`src/hw/rtl/transposition_table_probe_store_defines.svh`:
```
// Assertion helpers used by the RTL of the probe/store table.
`ifndef TRANSPOSITION_TABLE_PROBE_STORE_DEFINES_SVH
`define TRANSPOSITION_TABLE_PROBE_STORE_DEFINES_SVH

// Check a consequence in the same cycle as its cause.
`define TTPS_ASSERT_NOW(label, clk, rst_n, ante, cons, msg) \
    label: assert property (@(posedge clk) disable iff (!rst_n) (ante) |-> (cons)) \
        else $error(msg);

// Check a consequence in the cycle after its cause.
`define TTPS_ASSERT_NEXT(label, clk, rst_n, ante, cons, msg) \
    label: assert property (@(posedge clk) disable iff (!rst_n) (ante) |=> (cons)) \
        else $error(msg);

`endif

```
`src/hw/rtl/ttps_pkg.sv`:
```
`timescale 1ns / 1ps
`default_nettype none

package ttps_pkg;

    localparam int SCORE_W = 17;

    // Operation codes
    localparam logic CMD_PROBE = 1'b0;
    localparam logic CMD_STORE = 1'b1;

    // Bound kinds
    localparam logic [1:0] BOUND_EXACT = 2'd0;
    localparam logic [1:0] BOUND_ALPHA = 2'd1;
    localparam logic [1:0] BOUND_BETA  = 2'd2;

    localparam logic [15:0] MATE_RESET = 16'd48000;

    typedef logic signed [SCORE_W-1:0] score_t;

    typedef struct packed {
        logic [63:0] key;
        logic [7:0]  depth;
        logic [1:0]  bound;
        score_t      score;
    } ttps_entry_t;

    typedef struct packed {
        logic        cmd;
        logic [63:0] key;
        logic [7:0]  depth;
        logic [7:0]  ply;
        score_t      score;
        logic [1:0]  bound;
        score_t      wlow;
        score_t      whigh;
    } ttps_item_t;

    // Per-stage load enables of the pipeline
    typedef struct packed {
        logic s2;
        logic s3;
        logic s4;
        logic s5;
    } ttps_adv_t;

endpackage

`default_nettype wire

```
`src/hw/rtl/ttps_index.sv`:
```
`timescale 1ns / 1ps
`default_nettype none

// key mod ENTRIES in two registered steps: fold the key bytes with their
// weights 2^(8b) mod ENTRIES, then reduce the fold by a reciprocal multiply
// and one corrective subtract.
module ttps_index #(
    parameter int ENTRIES = 65536
) (
    input  wire logic                        clk,
    input  wire ttps_pkg::ttps_adv_t         adv,
    input  wire logic [63:0]                 key,
    output logic [$clog2(ENTRIES)-1:0]       index
);
    localparam int IW = $clog2(ENTRIES);
    // fold <= 8 * 255 * (ENTRIES - 1) < 2^(IW + 11)
    localparam int SW = IW + 11;
    localparam int MW = 12;
    localparam int PW = SW + MW;
    localparam logic [MW-1:0] RECIP = MW'((64'd1 << SW) / ENTRIES);

    function automatic logic [63:0] byte_weight(input int pos);
        logic [63:0] w;
        w = 64'd1 % ENTRIES;
        for (int i = 0; i < pos; i++) begin
            w = (w * 64'd256) % ENTRIES;
        end
        return w;
    endfunction

    logic [SW-1:0] part [8];
    logic [SW-1:0] sum_next;
    logic [SW-1:0] sum_reg;
    logic [SW-1:0] sum3_reg;
    logic [MW-1:0] quot_reg;
    logic [PW-1:0] prod;
    logic [SW-1:0] qn;
    logic [SW-1:0] rem;
    logic [SW-1:0] rem_fix;

    for (genvar g = 0; g < 8; g++) begin : g_byte
        localparam logic [IW-1:0] WGT = IW'(byte_weight(g));
        assign part[g] = SW'(key[8*g +: 8]) * SW'(WGT);
    end

    always_comb
    begin
        sum_next = '0;
        for (int b = 0; b < 8; b++)
        begin
            sum_next = sum_next + part[b];
        end
    end

    // Quotient estimate never exceeds the true one and is short by at most one
    assign prod = PW'(sum_reg) * PW'(RECIP);

    always_ff @(posedge clk)
    begin
        if (adv.s2)
        begin
            sum_reg <= sum_next;
        end
        if (adv.s3)
        begin
            quot_reg <= prod[PW-1:SW];
            sum3_reg <= sum_reg;
        end
    end

    always_comb
    begin
        qn      = SW'(quot_reg) * SW'(ENTRIES);
        rem     = sum3_reg - qn;
        rem_fix = (rem >= SW'(ENTRIES)) ? rem - SW'(ENTRIES) : rem;
        index   = rem_fix[IW-1:0];
    end

endmodule

`default_nettype wire

```
`config.mk`:
```
export PLATFORM = sky130hd
export DESIGN_NAME = ttps_index
export DESIGN_NICKNAME = d
export VERILOG_FILES = /design/src/hw/rtl/transposition_table_probe_store_defines.svh /design/src/hw/rtl/ttps_pkg.sv /design/src/hw/rtl/ttps_index.sv
export SDC_FILE = /design/constraint.sdc
export NUM_CORES = 1
export LEC_CHECK = 0
export BUFFER_PORTS_ARGS = -buffer_cell sky130_fd_sc_hd__buf_2
export CORE_UTILIZATION = 30
export CTS_BUF_LIST = sky130_fd_sc_hd__clkbuf_8
export DETAILED_ROUTE_END_ITERATION = 16
export GPL_ROUTABILITY_DRIVEN = 1
export PLACE_DENSITY_LB_ADDON = 0.12
export SLEW_MARGIN = 10
export SYNTH_ARGS = -nofsm -noshare
export SYNTH_HDL_FRONTEND = slang
export SYNTH_SLANG_ARGS = --single-unit
```
`constraint.sdc`:
```
create_clock -name clk -period 1.45 [get_ports clk]
set_clock_uncertainty 0.1 [all_clocks]
set_input_delay 0.435 -clock clk [delete_from_list [all_inputs] [get_ports clk]]
set_output_delay 0.435 -clock clk [all_outputs]
set_load 0.1 [all_outputs]
```
After elaboration in Yosys (flattened, before gate mapping)

Cells that the tools add are included.

Register bits: 65
Bits of input ports: 69
Output and inout bits: 16
Word-level logic and storage cells: 8

Add/sub/neg operators: 3
Order comparisons: 1
Multiplexer cells: 1

Operators with widths:

| cell                  | number |
|---|---|
| $ge 27x17->1 const B  | 1 |
| $sub 27x27->27        | 1 |
| $add 8x16->17         | 1 |
| $mux 16               | 1 |
| $sub 16x1->16 const B | 1 |

Depth between registers and ports, before layout

Depth after elaboration: 3
Mapped depth: 0
Gate-level depth less buffers: 0

Least setup slack after synthesis

No wires, ideal clock.

Path kind: reg2out
From: register sum3_reg[0]
To: output index[0]
Data arrival time: 904 ps
Required time: 915 ps
Path slack: 11 ps
Cell stages (with the launch flop): 1
Buffers on the path: 0
Path through: edfxtp_1

Longest elaborated chain between the ends: 3

Ends and longest elaborated chain:

| element                                       | RTL line         | text |
|---|---|---|
| start: declaration                            | ttps_index.sv:34 | `logic [SW-1:0] sum3_reg;` |
| start signal: assignment                      | ttps_index.sv:67 | `sum3_reg <= sum_reg;` |
| $sub 27x27->27 *                              | ttps_index.sv:74 | `rem = sum3_reg - qn;` |
| $ge 27x17->1 or $sub 16x1->16 (tied branches) | ttps_index.sv:75 | `rem_fix = (rem >= SW'(ENTRIES)) ? rem - SW'(ENTRIES) : rem;` |
| $mux 16 *                                     | ttps_index.sv:75 |  |
| end: declaration                              | ttps_index.sv:13 | `output logic [$clog2(ENTRIES)-1:0] index` |

Every way passes the cells marked *; elsewhere a longest branch is shown, timed or not.

Final worst setup path

From: register sum3_reg[15]
To: output index[15]

The elaborated chain is that of the path after synthesis.

==> metrics.md <==
| Metric | Value |
|---|---|
| CTS tree | `done` |
| Initial DRC Count | `3` |
| DR WL/cell | `10.28 µm` |
| Sum of overflow across all layers after global routing | `0` |
| Library cell contributing the largest single delay on the critical path | `sky130_fd_sc_hd__edfxtp_1` |
| Clock tree root buffer cell | `sky130_fd_sc_hd__clkbuf_8` |
| R2r startpoint | `sum_reg[9]` |
| Count of instances resized after the clock tree is built | `0` |
| Diode insertion count for antenna repair | `0` |
| Type of element capturing the critical path | `output pin` |
| Maximum clock rate | `0.7060 GHz` |
| Shortest period the worst path allows | `1.417 ns` |
| Worst path buffer plus inverter count | `1` |
| Cell count after synthesis | `32` |
| Post-CTS setup buffer count | `0` |
| Post-Place Worst Slack | `0.2318 ns` |
| Synth Warn # | `0` |
| Via-per-instance ratio | `3.805` |
| Number of global-route vias before repair | `456` |
| Final-report setup violation count | `0` |
| Count of endpoints failing hold in the final timing report | `0` |
| Total Wirelength | `1213 µm` |
| RSZ-0062 raised after global routing | `no` |
| Detailed Routing Iterations Pass 1 | `3` |
| Number of stages on the worst hold path | `1` |
| Most used cells in the layout excluding fill and tap cells | `32 x sky130_fd_sc_hd__edfxtp_1, 18 x sky130_fd_sc_hd__buf_2, 16 x sky130_fd_sc_hd__buf_12, 5 x sky130_fd_sc_hd__clkbuf_8, 2 x sky130_fd_sc_hd__clkinv_1` |
| Count of cells along the worst register-to-register path | `0` |
| CTS H-Tree Depth | `2` |
| Setup TNS | `0 ns` |
| Placer Congestion | `0.6334` |
| Multi-In Gates | `0` |
| Sequential cell area fraction in the yosys report | `1.000` |
| Die height | `58.60 µm` |
| Series of cell instances along the critical path | `buf_12` |
| Mapped Area | `960.9 µm²` |
| Number of antenna violations at the first check in global routing | `0` |
| Hold path endpoint | `sum_reg[15]` |
| Leakage power summed over all cells | `0.5876 nW` |
| Worst vdd ir | `586.2 µV` |
| Required time of the worst setup path | `0.92 ns` |
| Crit path max-delay family | `flip-flops` |
| Remaining antenna violation count after routing | `0` |
| Highest cell delay on the worst timing path | `0.42 ns` |
| Fraction of the cycle the final worst path needs | `0.9769` |
| Number of standard-cell rows in the floorplan | `20` |
| Met3 wire length | `104 µm` |
| Worst reg2reg path endpoint | `sum3_reg[9]` |
| Fin worst setup slack | `0.03347 ns` |
| # IOs | `85` |
| Netlist cell types | `1` |
| Mean cell area of the mapped netlist | `30.03 µm²` |
| Clk sinks | `32` |
| Min Hold Slack | `0.2287 ns` |
| CORE AREA | `0.003053 mm²` |
| Result of the run | `finished clean` |
| Global routing usage summed across all routing layers | `0.08294` |
| Clock buffer count from CTS | `5` |
| WP data arrival | `0.88 ns` |
| Number of buffers inserted by port buffering | `34` |
| Filler cell count | `285` |
| Mapped Nets | `101` |
| Clock Tree Buf Depth | `2` |
| Topmost layer with routed signal wires | `met4` |
| Layout overhead on the synthesized area | `59.51%` |
| Slew HR | `0.7636` |
| Maximum number of pins on one net before global-route repair | `17` |
| Yosys reg bits | `32` |
| Startpoint class of the critical path | `flip-flop` |
| First-pass GRT wire length | `1787 µm` |
| Die width | `58.60 µm` |
| Power density over the cells | `1497 mW/mm²` |
| Beginning of the worst hold path | `key[15]` |
| Detailed-route wire length on metal 1 | `313 µm` |
| Class of the tightest hold or removal check | `in -> reg` |
| Most common cell after layout, fill and taps aside | `sky130_fd_sc_hd__edfxtp_1` |
| Crit Path Max Fanout | `1` |
| Insertion delay of the later-clocked pin in the worst-skew pair | `0.28 ns` |
| Met2 wire length | `777 µm` |
| Fraction of layout instances using a drive strength above 1 | `0.5405` |
| Count of unresolved DRC violations after routing | `0` |
| Total number of nets in the final design | `142` |
| Max_cap viols | `0` |
| Count of vias placed by the detailed router | `449` |
| Count of hold-fix buffers inserted at cts | `0` |
| CTS clock-pin slew for the worst setup and hold paths | `0.06 ns` |
| Initial standard-cell utilization of the core | `0.3148` |
| Number of max-slew violations in the final report | `0` |
| Slew at the pin with the worst max-slew slack | `0.3546 ns` |
| Overall die area | `0.003433 mm²` |
| Worst setup path class | `reg -> out` |
| Area taken by multi-input logic gates | `0 µm²` |
| Register-to-register setup slack | `0.73 ns` |
report_power, final:
group / internal (mW) / switching, mW
combinational: 0.125 / 0.247
sequential: 1.10 / 0.0305
clock: 0.499 / 0.293
total: 1.72 / 0.571
Yosys cell counts:
library cell | n | share of area
sky130_fd_sc_hd__edfxtp_1 | 32 | 1.0
metal layers:
layer  global-route usage  vias to the layer above
li1                     -                      211
met1              0.04727                      213
met2               0.1576                       23
met3              0.04835                        2
met4              0.08163                        0
met5                    0                        -
logic make-up after synthesis:
| family | share of synthesized area |
|---|---|
| DFF | 1.000 |
through the flow:
step           area (µm²)  power (mW)  std cells    util
3_3_place_gp         1426       1.521        110  0.4672
3_5_place_dp         1426       1.526        110  0.4672
6_report             1533       2.295        118  0.5020
5_1_grt              1533       2.373        118  0.5020
4_1_cts              1533       2.330        118  0.5020
2_1_floorplan       960.9       1.349         32       -
cell type report:
type / instances / area (µm²) / area share
Clock buffer: 5 / 68.82 / 0.04490
Clock inverter: 3 / 37.54 / 0.02449
Sequential cell: 32 / 960.9 / 0.6269
Tap cell: 44 / 55.05 / 0.03592
Timing Repair Buffer: 34 / 410.4 / 0.2678
how the worst max path moves through the flow:
stage / slack [ns] / start / cells past startpoint / endpoint
after floorplan: 0.01 / sum3_reg[0] / 0 / index[0]
after global placement: 0.26 / adv[2] / 1 / sum3_reg[4]
after detailed placement: 0.23 / adv[2] / 1 / sum3_reg[1]
after CTS: 0.01 / sum3_reg[15] / 1 / index[15]
after global routing: 0.003 / sum3_reg[13] / 1 / index[13]
final: 0.03 / sum3_reg[15] / 1 / index[15]
Note: power is estimated with default switching activity, not from simulation.
