===== config.mk =====
export PLATFORM = sky130hd
export DESIGN_NAME = ttps_score
export DESIGN_NICKNAME = d
export VERILOG_FILES = /design/src/hw/rtl/transposition_table_probe_store_defines.svh /design/src/hw/rtl/ttps_pkg.sv /design/src/hw/rtl/ttps_score.sv
export SDC_FILE = /design/constraint.sdc
export NUM_CORES = 1
export LEC_CHECK = 0
export BUFFER_PORTS_ARGS = -buffer_cell sky130_fd_sc_hd__buf_2
export CORE_MARGIN = 8
export CORE_UTILIZATION = 53
export DETAILED_ROUTE_END_ITERATION = 7
export GPL_TIMING_DRIVEN = 0
export PLACE_DENSITY_LB_ADDON = 0.3
export SLEW_MARGIN = 20
export SYNTH_ARGS = -nofsm -noshare
export SYNTH_HDL_FRONTEND = slang
export SYNTH_SLANG_ARGS = --single-unit
export TNS_END_PERCENT = 100

===== constraint.sdc =====
create_clock -name vclk -period 17.01
set_input_delay 3.402 -clock vclk [all_inputs]
set_output_delay 3.402 -clock vclk [all_outputs]
set_load 0.05 [all_outputs]

===== src/hw/rtl/transposition_table_probe_store_defines.svh =====
// Assertion helpers used by the RTL of the probe/store table.
`ifndef TRANSPOSITION_TABLE_PROBE_STORE_DEFINES_SVH
`define TRANSPOSITION_TABLE_PROBE_STORE_DEFINES_SVH

// Check a consequence in the same cycle as its cause.
`define TTPS_ASSERT_NOW(label, clk, rst_n, ante, cons, msg) \
    label: assert property (@(posedge clk) disable iff (!rst_n) (ante) |-> (cons)) \
        else $error(msg);

// Check a consequence in the cycle after its cause.
`define TTPS_ASSERT_NEXT(label, clk, rst_n, ante, cons, msg) \
    label: assert property (@(posedge clk) disable iff (!rst_n) (ante) |=> (cons)) \
        else $error(msg);

`endif


===== src/hw/rtl/ttps_pkg.sv =====
`timescale 1ns / 1ps
`default_nettype none

package ttps_pkg;

    localparam int SCORE_W = 17;

    // Operation codes
    localparam logic CMD_PROBE = 1'b0;
    localparam logic CMD_STORE = 1'b1;

    // Bound kinds
    localparam logic [1:0] BOUND_EXACT = 2'd0;
    localparam logic [1:0] BOUND_ALPHA = 2'd1;
    localparam logic [1:0] BOUND_BETA  = 2'd2;

    localparam logic [15:0] MATE_RESET = 16'd48000;

    typedef logic signed [SCORE_W-1:0] score_t;

    typedef struct packed {
        logic [63:0] key;
        logic [7:0]  depth;
        logic [1:0]  bound;
        score_t      score;
    } ttps_entry_t;

    typedef struct packed {
        logic        cmd;
        logic [63:0] key;
        logic [7:0]  depth;
        logic [7:0]  ply;
        score_t      score;
        logic [1:0]  bound;
        score_t      wlow;
        score_t      whigh;
    } ttps_item_t;

    // Per-stage load enables of the pipeline
    typedef struct packed {
        logic s2;
        logic s3;
        logic s4;
        logic s5;
    } ttps_adv_t;

endpackage

`default_nettype wire


===== src/hw/rtl/ttps_score.sv =====
`timescale 1ns / 1ps
`default_nettype none

// Mate distance adjustment for stores, and hit test plus bound rule for probes.
module ttps_score (
    input  wire logic [15:0]            mate,
    input  wire ttps_pkg::score_t       store_score,
    input  wire logic [7:0]             store_ply,
    output ttps_pkg::score_t            store_adj,
    input  wire ttps_pkg::ttps_entry_t  entry,
    input  wire logic [63:0]            key,
    input  wire logic [7:0]             depth,
    input  wire logic [7:0]             ply,
    input  wire ttps_pkg::score_t       window_low,
    input  wire ttps_pkg::score_t       window_high,
    output logic                        hit,
    output ttps_pkg::score_t            result
);
    import ttps_pkg::*;

    localparam logic signed [18:0] SCORE_MIN = -19'sd65536;
    localparam logic signed [18:0] SCORE_MAX = 19'sd65535;

    function automatic score_t clamp(input logic signed [18:0] v);
        score_t r;
        if (v < SCORE_MIN)
        begin
            r = SCORE_MIN[SCORE_W-1:0];
        end
        else if (v > SCORE_MAX)
        begin
            r = SCORE_MAX[SCORE_W-1:0];
        end
        else
        begin
            r = v[SCORE_W-1:0];
        end
        return r;
    endfunction

    logic signed [18:0] mate_w;
    logic signed [18:0] sply_w;
    logic signed [18:0] pply_w;
    logic signed [18:0] st_w;
    logic signed [18:0] st_a;
    logic signed [18:0] st_b;
    logic signed [18:0] pr_w;
    logic signed [18:0] pr_a;
    logic signed [18:0] pr_b;
    score_t             pr_s;
    logic               match;

    always_comb
    begin
        mate_w = $signed({3'b000, mate});
        sply_w = $signed({11'b0, store_ply});
        pply_w = $signed({11'b0, ply});

        // push mate scores away from zero
        st_w      = 19'(store_score);
        st_a      = (st_w < -mate_w) ? st_w - sply_w : st_w;
        st_b      = (st_a > mate_w) ? st_a + sply_w : st_a;
        store_adj = clamp(st_b);

        // pull mate scores toward zero
        pr_w = 19'($signed(entry.score));
        pr_a = (pr_w < -mate_w) ? pr_w + pply_w : pr_w;
        pr_b = (pr_a > mate_w) ? pr_a - pply_w : pr_a;
        pr_s = clamp(pr_b);

        match  = (entry.key == key) && (entry.depth >= depth);
        hit    = 1'b0;
        result = '0;
        if (match)
        begin
            case (entry.bound)
                BOUND_EXACT:
                begin
                    hit    = 1'b1;
                    result = pr_s;
                end
                BOUND_ALPHA:
                begin
                    if (pr_s <= window_low)
                    begin
                        hit    = 1'b1;
                        result = window_low;
                    end
                end
                BOUND_BETA:
                begin
                    if (pr_s >= window_high)
                    begin
                        hit    = 1'b1;
                        result = window_high;
                    end
                end
                default:
                begin
                    hit    = 1'b0;
                    result = '0;
                end
            endcase
        end
    end

endmodule

`default_nettype wire


# --- Yosys cells after proc, flatten, opt, wreduce, memory -nomap -nowiden ---
# Cells that the tools add are included.
word_totals:
  regBits: 0
  input_bits: 246
  output_inout_bits: 35
  elab_cells: 37
classes:
  add_sub_neg: 5
  magnitude_cmp: 11
  eq_ne: 3
  n_mux: 16
  reduce_logical: 2
ops:
  columns: ["operator", "count"]
  rows:
  - ["$mux W17", 7]
  - ["$mux W19", 4]
  - ["$eq A64 B64 Y1", 1]
  - ["$pmux W17 S3", 1]
  - ["$gt A19 B17 Y1", 2]
  - ["$gt A19 B17 Y1 const B", 2]
  - ["$lt A17 B19 Y1", 2]
  - ["$lt A19 B17 Y1 const B", 2]
  - ["$add A19 B9 Y19", 1]
  - ["$neg A16 Y19", 1]
  - ["$sub A19 B9 Y19", 1]
  - ["$add A17 B9 Y18", 1]
  - ["$sub A17 B9 Y18", 1]
  - ["$ge A17 B17 Y1", 1]
  - ["$le A17 B17 Y1", 1]
  - ["$ge A8 B8 Y1", 1]
  - ["$mux W1", 3]
  - ["$pmux W1 S3", 1]
  - ["$eq A2 B1 Y1 const B", 1]
  - ["$eq A2 B2 Y1 const B", 1]
  - ["$logic_not A2 Y1", 1]
  - ["$logic_and A1 B1 Y1", 1]

# --- Longest topological paths before layout ---
depth:
  ltp_word: 12
  depth_mapped: 46
  depth_no_buf: 42

# --- Worst setup path before layout ---
# OpenSTA, ideal clock, no wires.
synth_path:
  kind: "input -> output"
  start: "input mate[7]"
  end: "output result[4]"
  t_arrival_ns: 12.258
  required_time_ns: 13.608
  slack_ns: 1.350
  stages: 43
  n_path_buf: 3
  path_cell_list: "or3_1 -> nor3_4 -> nand4_1 -> o21ai_0 -> ha_1 -> and4_1 -> a211o_1 -> nor3_4 -> o2bb2ai_1 -> a21o_4 -> nor2_1 -> mux2i_1 -> ha_1 -> inv_1 -> fa_1 -> a21oi_1 -> nor2_1 -> nor2_1 -> [... 7 more ...] -> buf_2 -> nor3_4 -> buf_4 -> nor2_1 -> ha_1 -> a21o_1 -> a21o_1 -> a21oi_1 -> o21a_1 -> o21a_1 -> o21ai_0 -> a31oi_1 -> inv_1 -> nor3b_1 -> nor2b_1 -> clkbuf_1 -> a22oi_1 -> o21ai_0"
synth_between:
  elab_chain_cells: 12
  elab_cells_between_ends: 16
  classes_between: "add/sub (2); order compare (6); mux (8)"
synth_lines:
  columns: ["element", "line", "source"]
  rows:
  - ["start, declared", "ttps_score.sv:6", "input wire logic [15:0] mate,"]
  - ["$neg A16 Y19", "ttps_score.sv:67", "pr_a = (pr_w < -mate_w) ? pr_w + pply_w : pr_w;"]
  - ["$lt A17 B19 Y1", "ttps_score.sv:67", null]
  - ["$mux W19", "ttps_score.sv:67", null]
  - ["$sub A19 B9 Y19 / $gt A19 B17 Y1 (equally long branches)", "ttps_score.sv:68", "pr_b = (pr_a > mate_w) ? pr_a - pply_w : pr_a;"]
  - ["$mux W19 *", "ttps_score.sv:68", null]
  - ["$gt A19 B17 Y1", "ttps_score.sv:30", "else if (v > SCORE_MAX)"]
  - ["$mux W17", "ttps_score.sv:30", null]
  - ["$mux W17 *", "ttps_score.sv:26", "if (v < SCORE_MIN)"]
  - ["$ge A17 B17 Y1 / $le A17 B17 Y1 (equally long branches)", "ttps_score.sv:92, ttps_score.sv:84", null]
  - ["$mux W17, on equally long branches", "ttps_score.sv:92, ttps_score.sv:84", null]
  - ["$pmux W17 S3 *", "ttps_score.sv:76", "case (entry.bound)"]
  - ["$mux W17 *", "ttps_score.sv:74", "if (match)"]
  - ["end, declared", "ttps_score.sv:17", "output ttps_pkg::score_t result"]
# Every way passes the cells marked *; elsewhere a longest branch is shown, timed or not.

# --- Worst setup path in the final report ---
layout_path:
  start: "input mate[9]"
  end: "output result[8]"
# Same word-level chain as after synthesis.

==> out/metrics.csv <==
metric,value,unit
worstMarginPinSlew,0.883,ns
required,13.61,ns
worstPathArrival,13.10,ns
yosysSeqAreaShare,0,%
final-seq-area,0,um2
seq_cell_count,0,
p_leak,4.56,nW
area.growth.synth_to_final,23.4,%
port_buffers,277,
post-route-min-period,16.50,ns
period_share,97.0,%
cts_hold_buf,0,
finalHoldViolations,0,
crit_path_end_kind,output pin,
drt_iter0_drc,734,
place_inst,1493,
hold_path_class,input port to output pin,
cp_top_family,compound AO/OA/AOI/OAI gates,
fill_cells,1316,
crit_fanout,10,
yosysWarnings,0,
nNetsFinal,1705,
critPathMostFrequentCell,ha_1,
drv_slew,0,
slew-limit-headroom,40.6,%
syn-cell-area,0.00733,mm2
top_level_ports,281,
path_class,input port to output pin,
crit_slowest_cell,a221oi_1,
core_region_area,0.0137,mm2
ant_nets,0,
syn_nets,1421,
grt_pass1_vias,8574,
grt_max_degree,11,
drive_above_1_share,25.9,%
cp-start-kind,input port,
first_pass_iters,7,
rows,43,
die_y,134,um
gp_congestion,0.939,
cpPeakStageDelay,0.54,ns
overflow,0,
powerDensity,33.6,mW/mm2
die_w,134,um
critPathBufInv,5,
dp.final_hpwl,23900,um
grt_pass1_wl,41800,um
ir_drop,0.0000390,V
status,"finished, final reports clean",
wl_per_cell,18.0,um
setup_viol,0,
via_per_inst,5.92,
vias,8899,
final.clkbuf_count,0,
grtUsageTotal,28.1,%
syn_inst,1036,
syn_area_per_cell,7.07,um2
fmax,60.6,MHz
ys_types,86,
wirelength,27100,um
antenna_found_initial,9,
max_cap_viol_count,0,
finalSetupTns,0,ns
finalNonFillerCells,1502,
start_util,53.6,%
drcViolationCount,0,
dieArea,0.0178,mm2
multi_input_area,0.00682,mm2
## through the flow
step	total power (W)	setup slack [ns]	util, %	cell area (um2)	hold slack [ns]
after detailed placement	0.000294	-0.365	65.4	8940	7.28
after global routing	0.000336	-0.0216	66.2	9040	7.30
final	0.000304	0.508	66.2	9040	7.27
after CTS	0.000296	0.0261	65.5	8940	7.28
after global placement	0.000288	-0.297	65.4	8940	7.28
after floorplan	0.000205	1.35	-	7330	7.09
## cell families after synthesis
family                     synth area share, %
AOI/OAI and AO/OA                         28.9
xor gates and xnor gates                  12.8
adders and majority gates                 24.4
buffers and inverters                     7.50
muxes                                     1.61
and+or+nand+nor                           24.8
## repair_timing
action,CTS,global route
pin swaps,0,4
buffers inserted,0,5
hold endpoints to repair,0,0
endpoints found under the setup margin,10,17
resized for setup,2,21
## worst min-delay path, cell delays in order
cell and delay (ns):
buf_2 0.08, a22oi_1 0.05, o21ai_1 0.06, buf_2 0.27
## final cells by class
type	instances	area share, %
inverters	118	4.90
plain buffers	24	1.25
well taps	180	2.49
diodes	4	0.111
repair buffers	282	15.8
multi-input cells	894	75.5
## final timing paths
kind	end	slack [ns]	cells after the start	from
min	result[13]	7.27	4	window_high[13]
max	result[8]	0.51	41	mate[9]
## layer usage
layer	up-vias	part of all wire (%)	global-route usage, %
li1	4401	-	-
met1	4027	41	35.8
met2	398	47	47.4
met3	63	9.3	5.87
met4	10	2.3	6.43
met5	-	0.21	0
## report_power, final
part           switching [W]  leakage [nW]        total (W)      internal, W
Sequential                 0             0                0                0
Combinational       0.000178          4.56         0.000304         0.000126
Clock                      0     0.0000254  0.0000000000315  0.0000000000315
Total               0.000178          4.56         0.000304         0.000126
## synth_stat cells (all sizes together) (12+ instances only)
cell    count  share of area, %
nand2b     20               1.8
or3        14               1.2
nand2      58               3.0
xnor2      78               9.4
clkbuf     15              0.77
inv       118               6.0
xor2       26               3.1
nor3       29               2.8
o31ai      12               1.5
a21oi      57               4.0
a211oi     12               1.3
a21o       28               3.0
nand4      36               3.1
a22oi      27               2.8
nor2b      17               1.5
o21a       21               2.2
nor2       82               4.2
nor4       15               1.6
o21ai      70               4.9
ha        135                23
nand3      24               1.6
## placed cells by master (no fill, tap or decap), types with 5 or more instances in the layout
cell      Yosys  final
o22ai_1       9      9
nor3_2        5      5
nor2_1       82     81
nand4_1      36     36
o31ai_1      10     10
and3_1        7      7
a22oi_1      26     26
buf_4         1      6
xnor2_1      77     77
nand2b_1     19     19
mux2i_1       8      7
nand3b_1      6      6
a221oi_1      8      8
a31o_2        5      5
a211oi_1     11     10
a31oi_1       9      8
xor2_1       26     26
nand2_1      58     58
or3_1        14     14
o21a_1       21     21
nand3_1      24     23
o21ai_1       8     12
clkbuf_1     15     12
nor4_1       13     13
nor2b_1      17     16
a21o_1       27     27
and2_1        6      6
buf_2         4    280
o211ai_1      5      5
ha_1        135    135
or4_1         5      5
a21oi_1      54     54
nor3_1       21     21
inv_1       117    117
o21ai_0      61     56
(Power assumes the default switching activity.)
